<file path="src/sv/nsc_pkg.sv">
`timescale 1ns / 1ps
// ----------------------------------------------------------------------------
// nsc_pkg: shared types, constants and helpers
// Sentence phases, result kinds, character codes and the small character
// classifiers used by the NMEA sentence checker.
// ----------------------------------------------------------------------------
package nsc_pkg;

  // Default longest payload; the sentence may carry three more characters
  localparam int MAX_LEN_DEF = 80;

  // Characters of interest
  localparam logic [7:0] CH_DOLLAR = 8'h24;
  localparam logic [7:0] CH_STAR   = 8'h2A;
  localparam logic [7:0] CH_COMMA  = 8'h2C;
  localparam logic [7:0] CH_LF     = 8'h0A;
  localparam logic [7:0] CH_CR     = 8'h0D;
  localparam logic [7:0] CH_NUL    = 8'h00;

  // Scan phase within one sentence
  typedef enum logic [2:0] {
    PH_DOLLAR = 3'd0,
    PH_BODY   = 3'd1,
    PH_HEX1   = 3'd2,
    PH_HEX2   = 3'd3,
    PH_TRAIL  = 3'd4,
    PH_CR     = 3'd5,
    PH_LF     = 3'd6,
    PH_ENDED  = 3'd7
  } phase_t;

  // Verdict codes
  typedef enum logic [3:0] {
    KIND_INVALID = 4'd0,
    KIND_UNKNOWN = 4'd1,
    KIND_RMC     = 4'd2,
    KIND_GGA     = 4'd3,
    KIND_GSA     = 4'd4,
    KIND_GLL     = 4'd5,
    KIND_GST     = 4'd6,
    KIND_GSV     = 4'd7,
    KIND_VTG     = 4'd8,
    KIND_ZDA     = 4'd9
  } kind_t;

  // One verdict
  typedef struct packed {
    kind_t      kind;
    logic       star;
    logic [7:0] xsum;
  } result_t;

  // Decoded hex digit
  typedef struct packed {
    logic       ok;
    logic [3:0] val;
  } hex_t;

  function automatic logic is_printable(input logic [7:0] b);
    return (b >= 8'h20) && (b <= 8'h7E);
  endfunction

  function automatic hex_t hex_digit(input logic [7:0] b);
    hex_t h;
    h.ok  = 1'b1;
    h.val = 4'd0;
    if (b >= 8'h30 && b <= 8'h39) begin
      h.val = 4'(b - 8'h30);
    end else if (b >= 8'h41 && b <= 8'h46) begin
      h.val = 4'(b - 8'h37);
    end else if (b >= 8'h61 && b <= 8'h66) begin
      h.val = 4'(b - 8'h57);
    end else begin
      h.ok = 1'b0;
    end
    return h;
  endfunction

  // Map identifier characters three to five to a sentence kind
  function automatic kind_t classify(input logic [23:0] id);
    kind_t k;
    k = KIND_UNKNOWN;
    if (id == "RMC") k = KIND_RMC;
    else if (id == "GGA") k = KIND_GGA;
    else if (id == "GSA") k = KIND_GSA;
    else if (id == "GLL") k = KIND_GLL;
    else if (id == "GST") k = KIND_GST;
    else if (id == "GSV") k = KIND_GSV;
    else if (id == "VTG") k = KIND_VTG;
    else if (id == "ZDA") k = KIND_ZDA;
    return k;
  endfunction

endpackage

</file>
<file path="src/sv/nsc_scan.sv">
`timescale 1ns / 1ps
// ----------------------------------------------------------------------------
// nsc_scan: per-byte sentence scanner
// Holds the sentence state, folds each accepted byte into it and forms the
// verdict on the final byte, then clears for the next sentence.
// ----------------------------------------------------------------------------
module nsc_scan #(
  parameter int MAX_LEN = nsc_pkg::MAX_LEN_DEF
) (
  input  logic             clk,
  input  logic             rst,
  input  logic             cfg_wr_en,
  input  logic             cfg_wr_data,
  input  logic             take,
  input  logic [7:0]       data_byte,
  input  logic             last_byte,
  output logic             res_load,
  output nsc_pkg::result_t res
);

  localparam int CW = $clog2(MAX_LEN + 5);
  localparam logic [CW-1:0] CNT_SAT = CW'(MAX_LEN + 4);
  localparam logic [CW-1:0] CNT_MAX = CW'(MAX_LEN + 3);
  localparam logic [CW-1:0] CNT_MIN = CW'(6);

  logic            strict_mode;
  nsc_pkg::phase_t phase, phase_next;
  logic [7:0]      running_xor, running_xor_next;
  logic [3:0]      high_nibble, high_nibble_next;
  logic [CW-1:0]   byte_count, byte_count_next;
  logic [7:0]      id_letters [3];
  logic [7:0]      id_letters_next [3];
  logic            id_ok, id_ok_next;
  logic            saw_star, saw_star_next;
  logic            failed, failed_next;
  logic [1:0]      pos_off;
  nsc_pkg::hex_t   hx;
  logic            ok;

  assign pos_off = 2'(byte_count - CW'(3));
  assign hx      = nsc_pkg::hex_digit(data_byte);

  // Fold one byte into the sentence state
  always_comb begin
    phase_next       = phase;
    running_xor_next = running_xor;
    high_nibble_next = high_nibble;
    byte_count_next  = byte_count;
    id_letters_next  = id_letters;
    id_ok_next       = id_ok;
    saw_star_next    = saw_star;
    failed_next      = failed;
    if (phase != nsc_pkg::PH_ENDED) begin
      if (data_byte == nsc_pkg::CH_NUL) begin
        // NUL ends the text; invalid where more text is required
        if (phase == nsc_pkg::PH_DOLLAR || phase == nsc_pkg::PH_HEX1 ||
            phase == nsc_pkg::PH_HEX2 || phase == nsc_pkg::PH_CR) begin
          failed_next = 1'b1;
        end
        phase_next = nsc_pkg::PH_ENDED;
      end else begin
        if (byte_count < CNT_SAT) byte_count_next = byte_count + CW'(1);
        // Check identifier characters and keep the last three
        if (byte_count >= CW'(1) && byte_count <= CW'(5)) begin
          if (!nsc_pkg::is_printable(data_byte) || data_byte == nsc_pkg::CH_COMMA ||
              data_byte == nsc_pkg::CH_STAR) begin
            id_ok_next = 1'b0;
          end
          if (byte_count >= CW'(3)) id_letters_next[pos_off] = data_byte;
        end
        unique case (phase)
          nsc_pkg::PH_DOLLAR: begin
            if (data_byte == nsc_pkg::CH_DOLLAR) phase_next = nsc_pkg::PH_BODY;
            else begin
              failed_next = 1'b1;
              phase_next  = nsc_pkg::PH_ENDED;
            end
          end
          nsc_pkg::PH_BODY: begin
            if (data_byte == nsc_pkg::CH_STAR) begin
              saw_star_next = 1'b1;
              phase_next    = nsc_pkg::PH_HEX1;
            end else if (nsc_pkg::is_printable(data_byte)) begin
              running_xor_next = running_xor ^ data_byte;
            end else if (data_byte == nsc_pkg::CH_LF) begin
              phase_next = nsc_pkg::PH_LF;
            end else if (data_byte == nsc_pkg::CH_CR) begin
              phase_next = nsc_pkg::PH_CR;
            end else begin
              failed_next = 1'b1;
              phase_next  = nsc_pkg::PH_ENDED;
            end
          end
          nsc_pkg::PH_HEX1: begin
            if (hx.ok) begin
              high_nibble_next = hx.val;
              phase_next       = nsc_pkg::PH_HEX2;
            end else begin
              failed_next = 1'b1;
              phase_next  = nsc_pkg::PH_ENDED;
            end
          end
          nsc_pkg::PH_HEX2: begin
            if (hx.ok && {high_nibble, hx.val} == running_xor) begin
              phase_next = nsc_pkg::PH_TRAIL;
            end else begin
              failed_next = 1'b1;
              phase_next  = nsc_pkg::PH_ENDED;
            end
          end
          nsc_pkg::PH_TRAIL: begin
            if (data_byte == nsc_pkg::CH_LF) phase_next = nsc_pkg::PH_LF;
            else if (data_byte == nsc_pkg::CH_CR) phase_next = nsc_pkg::PH_CR;
            else begin
              failed_next = 1'b1;
              phase_next  = nsc_pkg::PH_ENDED;
            end
          end
          nsc_pkg::PH_CR: begin
            if (data_byte == nsc_pkg::CH_LF) phase_next = nsc_pkg::PH_LF;
            else begin
              failed_next = 1'b1;
              phase_next  = nsc_pkg::PH_ENDED;
            end
          end
          nsc_pkg::PH_LF, nsc_pkg::PH_ENDED: begin
            failed_next = 1'b1;
            phase_next  = nsc_pkg::PH_ENDED;
          end
        endcase
      end
    end
  end

  // Form the verdict from the state after this byte
  always_comb begin
    ok = !failed_next && id_ok_next && byte_count_next >= CNT_MIN &&
         byte_count_next <= CNT_MAX && phase_next != nsc_pkg::PH_HEX1 &&
         phase_next != nsc_pkg::PH_HEX2 && phase_next != nsc_pkg::PH_CR &&
         !(strict_mode && !saw_star_next);
    res.kind = ok ? nsc_pkg::classify({id_letters_next[0], id_letters_next[1],
                                       id_letters_next[2]})
                  : nsc_pkg::KIND_INVALID;
    res.star = saw_star_next;
    res.xsum = running_xor_next;
  end

  assign res_load = take && last_byte;

  // Hold the configuration register
  always_ff @(posedge clk) begin
    if (rst) begin
      strict_mode <= 1'b0;
    end else if (cfg_wr_en) begin
      strict_mode <= cfg_wr_data;
    end
  end

  // Advance the sentence state; clear it after each verdict
  always_ff @(posedge clk) begin
    if (rst || res_load) begin
      phase       <= nsc_pkg::PH_DOLLAR;
      running_xor <= 8'd0;
      high_nibble <= 4'd0;
      byte_count  <= '0;
      id_ok       <= 1'b1;
      saw_star    <= 1'b0;
      failed      <= 1'b0;
    end else if (take) begin
      phase       <= phase_next;
      running_xor <= running_xor_next;
      high_nibble <= high_nibble_next;
      byte_count  <= byte_count_next;
      id_ok       <= id_ok_next;
      saw_star    <= saw_star_next;
      failed      <= failed_next;
    end
  end

  // Identifier letters need no reset
  always_ff @(posedge clk) begin
    if (take) id_letters <= id_letters_next;
  end

endmodule

</file>
<file path="src/sv/nsc_out.sv">
`timescale 1ns / 1ps
// ----------------------------------------------------------------------------
// nsc_out: verdict output register
// Holds one verdict until the receiver takes it and tells the input side
// whether a new byte can be taken this cycle.
// ----------------------------------------------------------------------------
module nsc_out (
  input  logic             clk,
  input  logic             rst,
  input  logic             load,
  input  nsc_pkg::result_t res,
  input  logic             out_ready,
  output logic             out_valid,
  output logic             space,
  output nsc_pkg::result_t held
);

  // Room when empty or when the held verdict leaves this cycle
  assign space = !out_valid || out_ready;

  // Track the valid flag
  always_ff @(posedge clk) begin
    if (rst) begin
      out_valid <= 1'b0;
    end else if (load) begin
      out_valid <= 1'b1;
    end else if (out_ready) begin
      out_valid <= 1'b0;
    end
  end

  // Capture the verdict payload
  always_ff @(posedge clk) begin
    if (load) held <= res;
  end

endmodule

</file>
<file path="src/sv/nmea_sentence_check_classify.sv">
`timescale 1ns / 1ps
// ----------------------------------------------------------------------------
// nmea_sentence_check_classify: NMEA sentence checker and classifier
// Checks framing, identifier, length and star checksum of each sentence and
// reports one verdict per sentence.
// ----------------------------------------------------------------------------
// Usage:
//   Input channel (in_valid/in_ready): one sentence byte per request, with
//   last_byte marking the final byte. A byte is taken every cycle while the
//   output side has room.
//   Output channel (out_valid/out_ready): one verdict request per sentence,
//   carrying sentence_kind, checksum_present and computed_xor.
//   The verdict is presented in the cycle after the final byte is accepted.
//   Throughput: one byte per cycle while the output side has room, set by
//   the single scan stage feeding the one-entry verdict register.
//   Configuration: cfg_wr_en writes cfg_wr_data into strict mode; write it
//   only between sentences. It is read on each sentence's final byte.
//   Reset: rst clears strict mode, the sentence state and the output valid.
//   Stall: while a verdict waits and out_ready is low, in_ready drops and
//   bytes hold at the input; with out_ready high a new byte enters in the
//   same cycle the waiting verdict leaves.
// ----------------------------------------------------------------------------
module nmea_sentence_check_classify #(
  parameter int MAX_LEN = nsc_pkg::MAX_LEN_DEF
) (
  input  logic       clk,
  input  logic       rst,
  input  logic       cfg_wr_en,
  input  logic       cfg_wr_data,
  input  logic       in_valid,
  output logic       in_ready,
  input  logic [7:0] data_byte,
  input  logic       last_byte,
  output logic       out_valid,
  input  logic       out_ready,
  output logic [3:0] sentence_kind,
  output logic       checksum_present,
  output logic [7:0] computed_xor
);

  logic             take;
  logic             res_load;
  nsc_pkg::result_t res;
  nsc_pkg::result_t held;

  assign take = in_valid && in_ready;

  // Scan bytes and form verdicts
  nsc_scan #(
    .MAX_LEN(MAX_LEN)
  ) u_scan (
    .clk        (clk),
    .rst        (rst),
    .cfg_wr_en  (cfg_wr_en),
    .cfg_wr_data(cfg_wr_data),
    .take       (take),
    .data_byte  (data_byte),
    .last_byte  (last_byte),
    .res_load   (res_load),
    .res        (res)
  );

  // Hold verdicts for the receiver
  nsc_out u_out (
    .clk      (clk),
    .rst      (rst),
    .load     (res_load),
    .res      (res),
    .out_ready(out_ready),
    .out_valid(out_valid),
    .space    (in_ready),
    .held     (held)
  );

  assign sentence_kind    = held.kind;
  assign checksum_present = held.star;
  assign computed_xor     = held.xsum;

endmodule

</file>
<file path="config.mk">
export PLATFORM = sky130hd
export DESIGN_NAME = nmea_sentence_check_classify
export DESIGN_NICKNAME = d
export VERILOG_FILES = /design/src/sv/nsc_pkg.sv /design/src/sv/nsc_scan.sv /design/src/sv/nsc_out.sv /design/src/sv/nmea_sentence_check_classify.sv
export SDC_FILE = /design/constraint.sdc
export NUM_CORES = 1
export LEC_CHECK = 0
export ABC_AREA = 1
export CAP_MARGIN = 40
export CORE_MARGIN = 2
export CORE_UTILIZATION = 40
export DETAILED_ROUTE_END_ITERATION = 7
export DONT_BUFFER_PORTS = 1
export SETUP_SLACK_MARGIN = 0.15
export SKIP_LAST_GASP = 1
export SLEW_MARGIN = 10
export SYNTH_ARGS = -nofsm -noshare
export SYNTH_HDL_FRONTEND = slang
export SYNTH_SLANG_ARGS = --single-unit
</file>
<file path="constraint.sdc">
create_clock -name clk -period 7 [get_ports clk]
set_clock_uncertainty 0.15 [all_clocks]
set_input_delay 1.05 -clock clk [delete_from_list [all_inputs] [get_ports clk]]
set_output_delay 1.05 -clock clk [all_outputs]
set_load 0.02 [all_outputs]
</file>
==> results by group, run 1 <==
Run status
  – Outcome: completed

Timing
  – Setup TNS: 0 ns
  – Achievable frequency: 0.285 GHz
  – Tightest hold margin: 0.321 ns
  – Final period util: 0.501
  – Min cycle time layout: 3.51 ns
  – Final Hold Vio Count: 0
  – RSZ-0062 raised after global routing: no
  – Setup-failing EPs final: 0
  – Slew margin rel.: 0.479
  – Final Max Tran Viols: 0
  – Measured slew at the worst slew-check pin: 0.780 ns

Setup path
  – CP required: ~7.1 ns
  – Critical path endpoint category: flop
  – CP Max Fanout: 22
  – Critical Path AT: between 3 and 4 ns
  – CP Launch Type: input pin
  – Setup Crit Path Kind: in -> reg

Finish
  – Final Instance Area: 4550 sq um
  – Highest-count cells in the layout ignoring fill and taps: nand2_1 (153), inv_1 (102), nor2_1 (77)
  – # nets final: roughly 640
  – Share of cells above drive strength 1: 0.0793
  – Inserted Diodes: 0
  – Most common library cell in the layout ignoring fill and taps: nand2_1
  – Area Growth Syn to Fin: 6.00%
  – Non-filler cells, final: 754

Power
  – Sequential Power Share: 0.488
  – Clock power share: 0.301
  – Switching pwr: 0.306 mW
  – Net Sw Frac: 0.332
  – Internal: 0.614 mW
  – Pwr Density: 202 nW/um^2
  – Power Total: 0.920 mW
  – Leak: 2.09 nW
  – Gate power share: 0.211
  – Peak VDD IR: 0.123 mV

Route
  – ANT nets after route: 0
  – Wire per inst: 13.9 um
  – WL final: 10500 um
  – Mean number of vias per cell: approximately 5
  – Vias: 3846
  – # DRC: 0
  – First DRT Iteration DRCs: 280
  – Drt first pass iters: 5

Clocking
  – CTS Hold Bufs: 0
  – Worst-path clk slew: 0.08 ns
  – Max clock buf depth: 2
  – TritonCTS clock tree: yes
  – H-tree depth: 3
  – CTS Buf Count: 9
  – Root Buffer: clkbuf_8
  – Later-pin clock latency in the skew report: between 0.3 and 0.4 ns
  – # Post-CTS Setup Buffers: 0
  – Sink Count: 64
  – # resized after CTS: 0

Synth
  – Number of unique standard cell types used by synthesis: 36
  – Avg Cell Area, Syn: roughly 7 sq um
  – Synth warn: 0
  – Post-Syn Nets: 635
  – Post-Syn Area: 4290 sq um
  – Primary FF master, synth: edfxtp_1
  – Number of synthesized flops with an enable pin: 37
  – Synthesized flop and latch total: 64
  – Cell count after synthesis: 612
  – Register area share after synthesis: 0.385
  – Asr flop ratio synth: 0

Global routing
  – Initial antenna violation count: 0
  – Largest net degree at the start of global routing: 29
  – Number of global-route vias before repair: about 3.6k
  – First-pass GRT wire length: 17500 um
  – Total grt overflow: 0
  – Total track usage: 0.194

Die
  – Initial core utilization: 0.414
  – Die area: 11600 sq um
  – Top-Level Pins: 30
  – Num rows: 37
  – Die width: around 110 um
  – Die H: 108 um
  – Placeable Area: 10400 sq um

Place
  – Routability Congestion: between 0.9 and 1
  – I/O Buffers: 0
  – Area post-placement: 4390 sq um
  – # placed instances: between 700 and 800
  – Hpwl dp: roughly 8000 um

Hold path
  – Hold Crit Class: reg -> reg

Flow run
  – Max-cap viol count: 0
-- worst paths after layout --
path	start	depth (start not counted)	to	slack [ns]
max	data_byte[0]	16	u_out.held[12]$_SDFFCE_PP0P_	3.49
min	u_scan.running_xor[7]$_SDFFE_PP0P_	0	u_out.held[7]$_DFFE_PP_	0.32
max reg2reg	u_scan.byte_count[0]$_SDFFE_PP0P_	14	u_out.held[9]$_SDFFCE_PP0P_	4.06
min reg2reg	u_scan.running_xor[7]$_SDFFE_PP0P_	0	u_out.held[7]$_DFFE_PP_	0.32
-- cell families (layout without fill, tap and decap cells) --
group / Yosys count / after routing / share of synthesized area
buf+inv: 117 / 123 / 0.116
flops: 64 / 64 / 0.385
fa+ha+maj: 8 / 8 / 0.0233
simple gates: 318 / 318 / 0.333
xor+xnor: 9 / 9 / 0.0184
compound gates: 96 / 96 / 0.125
-- metal layers --
| layer | part of all wire | track usage |
|---|---|---|
| met4 | 0.028 | 0.0806 |
| met1 | 0.48 | 0.259 |
| met3 | 0.075 | 0.0557 |
| met2 | 0.42 | 0.295 |
| met5 | 0 | 0 |
-- cell usage after synthesis, types with 2 or more instances --
cell type,instances,area share
nand2_1,153,0.13
inv_1,102,0.089
nor2_1,77,0.067
nand3_1,51,0.059
o21ai_0,42,0.049
edfxtp_1,37,0.26
a21oi_1,27,0.031
dfxtp_1,27,0.13
o21ai_1,11,0.013
xor2_1,9,0.018
ha_1,8,0.023
buf_6,7,0.018
nand2_2,6,0.0087
nand4_1,6,0.0087
nor2_2,6,0.0087
clkbuf_1,4,0.0035
nand2_4,4,0.010
nor2_4,4,0.010
nor3_1,4,0.0047
o21ai_2,4,0.0082
a31oi_1,3,0.0044
o211ai_1,3,0.0052
nand3_2,2,0.0047
nand3b_1,2,0.0035
nor2_8,2,0.0093
-- power by group through the flow --
stage / Combinational (mW) / Clock, mW / Sequential [mW]
after floorplan: 0.160 / 0 / 0.452
final: 0.194 / 0.276 / 0.449
after global routing: 0.224 / 0.300 / 0.452
after CTS: 0.193 / 0.286 / 0.449
after global placement: 0.189 / 0 / 0.457
after detailed placement: 0.192 / 0 / 0.457
-- registers in the layout (all words and copies together) (netlist names) --
name	flops
u_scan.saw_star	1
u_scan.id_ok	1
u_scan.id_letters	24
u_scan.byte_count	7
u_scan.phase	3
u_scan.failed	1
u_scan.running_xor	8
u_out.held	13
u_scan.strict_mode	1
u_scan.high_nibble	4
u_out.out_valid	1
-- stage by stage --
| step | worst slack, ns | util |
|---|---|---|
| 2_1_floorplan | 3.78 | - |
| 3_3_place_gp | 3.27 | 0.422 |
| 3_5_place_dp | 3.15 | 0.423 |
| 4_1_cts | 3.54 | 0.439 |
| 5_1_grt | 3.21 | 0.439 |
| 6_report | 3.49 | 0.439 |
-- cell type report --
| cell class | instances | area (sq um) |
|---|---|---|
| Fill cell | 1098 | 5820 |
| Timing Repair Buffer | 3 | 30.0 |
| Sequential cell | 64 | 1650 |
| Clock inverter | 6 | 36.3 |
| Clock buffer | 10 | 128 |
| Multi-Input combinational cell | 431 | 2140 |
| Tap cell | 136 | 170 |
| Inverter | 104 | 390 |
-- worst max-delay path, cell delays in order --
cell	delay [ns]
inv_1	0.09
ha_1	0.30
nand2_2	0.15
nor2_8	0.07
nor2_8	0.14
nand2_4	0.06
nor2_4	0.29
nand2_2	0.33
o21ai_1	0.34
inv_1	0.11
nor2_1	0.11
nand2_1	0.07
nor2_2	0.12
inv_1	0.07
o21a_1	0.18
nor2_1	0.10
No activity file was read; power rests on OpenSTA's default activity.
==> run 2: changes to the inputs <==
==> constraint.sdc (replaced) <==
create_clock -name clk -period 3.05 [get_ports clk]
set_clock_uncertainty 0.15 [all_clocks]
set_input_delay 0.4575 -clock clk [delete_from_list [all_inputs] [get_ports clk]]
set_output_delay 0.4575 -clock clk [all_outputs]
set_load 0.02 [all_outputs]
==> results by group, run 2 (synthesis results as in run 1) <==
Setup path
  – Flop2flop setup slack: 0.43 ns (-3.63 ns)
  – R2R cell count: 14 (unchanged)
  – Critical path endpoint category: flop
  – CP Max Fanout: 13 (-41%)
  – CP required: 3.01 ns (-4.06 ns)
  – Capturing point of the worst reg2reg path: u_out.held[9]$_SDFFCE_PP0P_
  – CP Launch Type: input pin
  – Reg-to-Reg Start: u_scan.byte_count[5]$_SDFFE_PP0P_
  – Critical Path AT: 2.60 ns (-0.98 ns)
  – Setup Crit Path Kind: in -> reg

Place
  – Place WS: -0.0368 ns (-3.19 ns)
  – Area post-placement: 4460 sq um (+1.7%)
  – Routability Congestion: 1.00 (+9.9%)
  – I/O Buffers: 0 (unchanged)
  – Hpwl dp: 8090 um (+2.2%)

Route
  – Vias: 3864 (+0.47%)
  – First DRT Iteration DRCs: 276 (-1.4%)
  – ANT nets after route: 0 (unchanged)
  – WL final: 10600 um (+1.2%)
  – Drt first pass iters: 4 (-1)
  – # DRC: 0 (unchanged)
  – Wire per inst: 13.9 um (about the same)
  – Mean number of vias per cell: 5.06 (-0.72%)

Hold path
  – Hold Crit Class: in -> reg
  – Worst hold path depth: 1 (+1)
  – WHS Endpoint: u_scan.strict_mode$_SDFFE_PP0P_
  – Hold_sp: cfg_wr_en

Timing
  – Min cycle time layout: 2.64 ns
  – Final WS setup: 0.415 ns (-3.08 ns)
  – Setup-failing EPs final: 0 (unchanged)
  – Setup TNS: 0 ns (unchanged)
  – RSZ-0062 raised after global routing: no
  – Final period util: 0.864
  – Measured slew at the worst slew-check pin: 0.560 ns (-0.220 ns)
  – Achievable frequency: 0.379 GHz
  – Slew margin rel.: 0.625 (+0.146)
  – Final Max Tran Viols: 0 (unchanged)
  – Final Hold Vio Count: 0 (unchanged)

Global routing
  – Number of global-route vias before repair: 3550 (-2.6%)
  – Initial antenna violation count: 0 (unchanged)
  – Total grt overflow: 0 (unchanged)
  – Total track usage: 0.191 (-0.00365)
  – First-pass GRT wire length: 17200 um (-1.8%)
  – Largest net degree at the start of global routing: 25 (-14%)

Finish
  – Largest registers: u_scan.id_letters (24), u_out.held (13), u_scan.running_xor (8)
  – Most common library cell in the layout ignoring fill and taps: nand2_1
  – Share of cells above drive strength 1: 0.104 (+0.0244)
  – FF/Latch Area: 1650 sq um (unchanged)
  – Biggest register: u_scan.id_letters
  – Final Instance Area: 4700 sq um (+3.3%)
  – Footprint of the multi-input gates: 2170 sq um (+0.99%)
  – # nets final: 645 (+1.4%)
  – Final core occ: 0.453 (+0.0145)
  – Max FFs per register: 24 (unchanged)
  – Filler cell count: 1055 (-3.9%)
  – Inserted Diodes: 0 (unchanged)
  – Area Growth Syn to Fin: 9.50%
  – Highest-count cells in the layout ignoring fill and taps: nand2_1 (153), inv_1 (102), nor2_1 (75)

Clocking
  – Root Buffer: clkbuf_8
  – CTS Buf Count: 9 (unchanged)
  – TritonCTS clock tree: yes
  – Max clock buf depth: 2 (unchanged)
  – Worst-path clk slew: 0.08 ns (about the same)
  – Later-pin clock latency in the skew report: 0.34 ns (about the same)
  – H-tree depth: 3 (unchanged)
  – Sink Count: 64 (unchanged)

Die
  – Num rows: 37 (unchanged)
  – Die area: 11600 sq um (unchanged)
  – Die H: 108 um (unchanged)
  – Top-Level Pins: 30 (unchanged)
  – Placeable Area: 10400 sq um (unchanged)
  – Die width: 108 um (unchanged)
  – Initial core utilization: 0.414 (unchanged)

Power
  – Peak VDD IR: 0.290 mV (+140%)
  – Pwr Density: 493 nW/um^2 (+140%)
  – Leak: 2.17 nW (+4.0%)

Run status
  – Outcome: completed

Flow run
  – Max-cap viol count: 0 (unchanged)
[run 2: worst max-delay path: stages]
cell	delay, ns
inv_1	0.10
ha_1	0.29
nand2_2	0.15
nor2_8	0.07
nor2_8	0.13
nand3_1	0.16
nor2_4	0.25
nand2_1	0.09
nand2_1	0.12
nand2_1	0.10
nor2_1	0.21
nand2_1	0.09
nor2_1	0.15
nand3_1	0.09
nand3_1	0.08
nor2_1	0.05
[run 2: what timing repair did]
| action | in CTS | in global routing |
|---|---|---|
| hold buffers | 0 | 0 |
| gates resized for setup | 0 | 6 |
| buffers inserted | 0 | 0 |
| setup endpoints to repair | 0 | 4 |
[run 2: worst max-delay path by stage]
stage	endpoint	slack, ns	depth (start not counted)	from
3_5_place_dp	u_out.held[9]$_SDFFCE_PP0P_	-0.04	16	data_byte[1]
5_1_grt	u_out.held[9]$_SDFFCE_PP0P_	0.13	16	u_scan.byte_count[0]$_SDFFE_PP0P_
6_report	u_out.held[9]$_SDFFCE_PP0P_	0.41	16	data_byte[1]
3_3_place_gp	u_out.held[9]$_SDFFCE_PP0P_	0.01	16	data_byte[1]
2_1_floorplan	u_out.held[12]$_SDFFCE_PP0P_	0.42	18	data_byte[0]
4_1_cts	u_out.held[9]$_SDFFCE_PP0P_	0.25	14	u_scan.byte_count[0]$_SDFFE_PP0P_
[run 2: per-stage QoR]
stage	power [mW]	std cells	hold slack (ns)
detailed placement	1.50	747	0.300
global placement	1.50	747	0.296
finish	2.32	763	0.0485
CTS	2.33	763	0.0305
floorplan	1.41	612	0.289
global route	2.43	763	0.0391
[run 2: layout make-up]
class	count	area share
Clock buffer	9	0.0264
Clock inverter	7	0.0205
Inverter	104	0.0830
Multi-Input combinational cell	431	0.461
Sequential cell	64	0.351
Tap cell	136	0.0362
Timing Repair Buffer	12	0.0218
[run 2: power by group]
group / total (mW) / internal [mW] / switching (mW)
Clock: 0.821 / 0.461 / 0.359
Sequential: 1.03 / 0.986 / 0.0438
Combinational: 0.466 / 0.146 / 0.320
Total: 2.32 / 1.59 / 0.723
[run 2: layer usage]
layer,up-vias,GRT usage,part of all wire
met5,-,0,0
met4,0,0.0678,0.020
met3,20,0.0442,0.056
met2,117,0.300,0.44
met1,1746,0.255,0.48
li1,1981,-,-
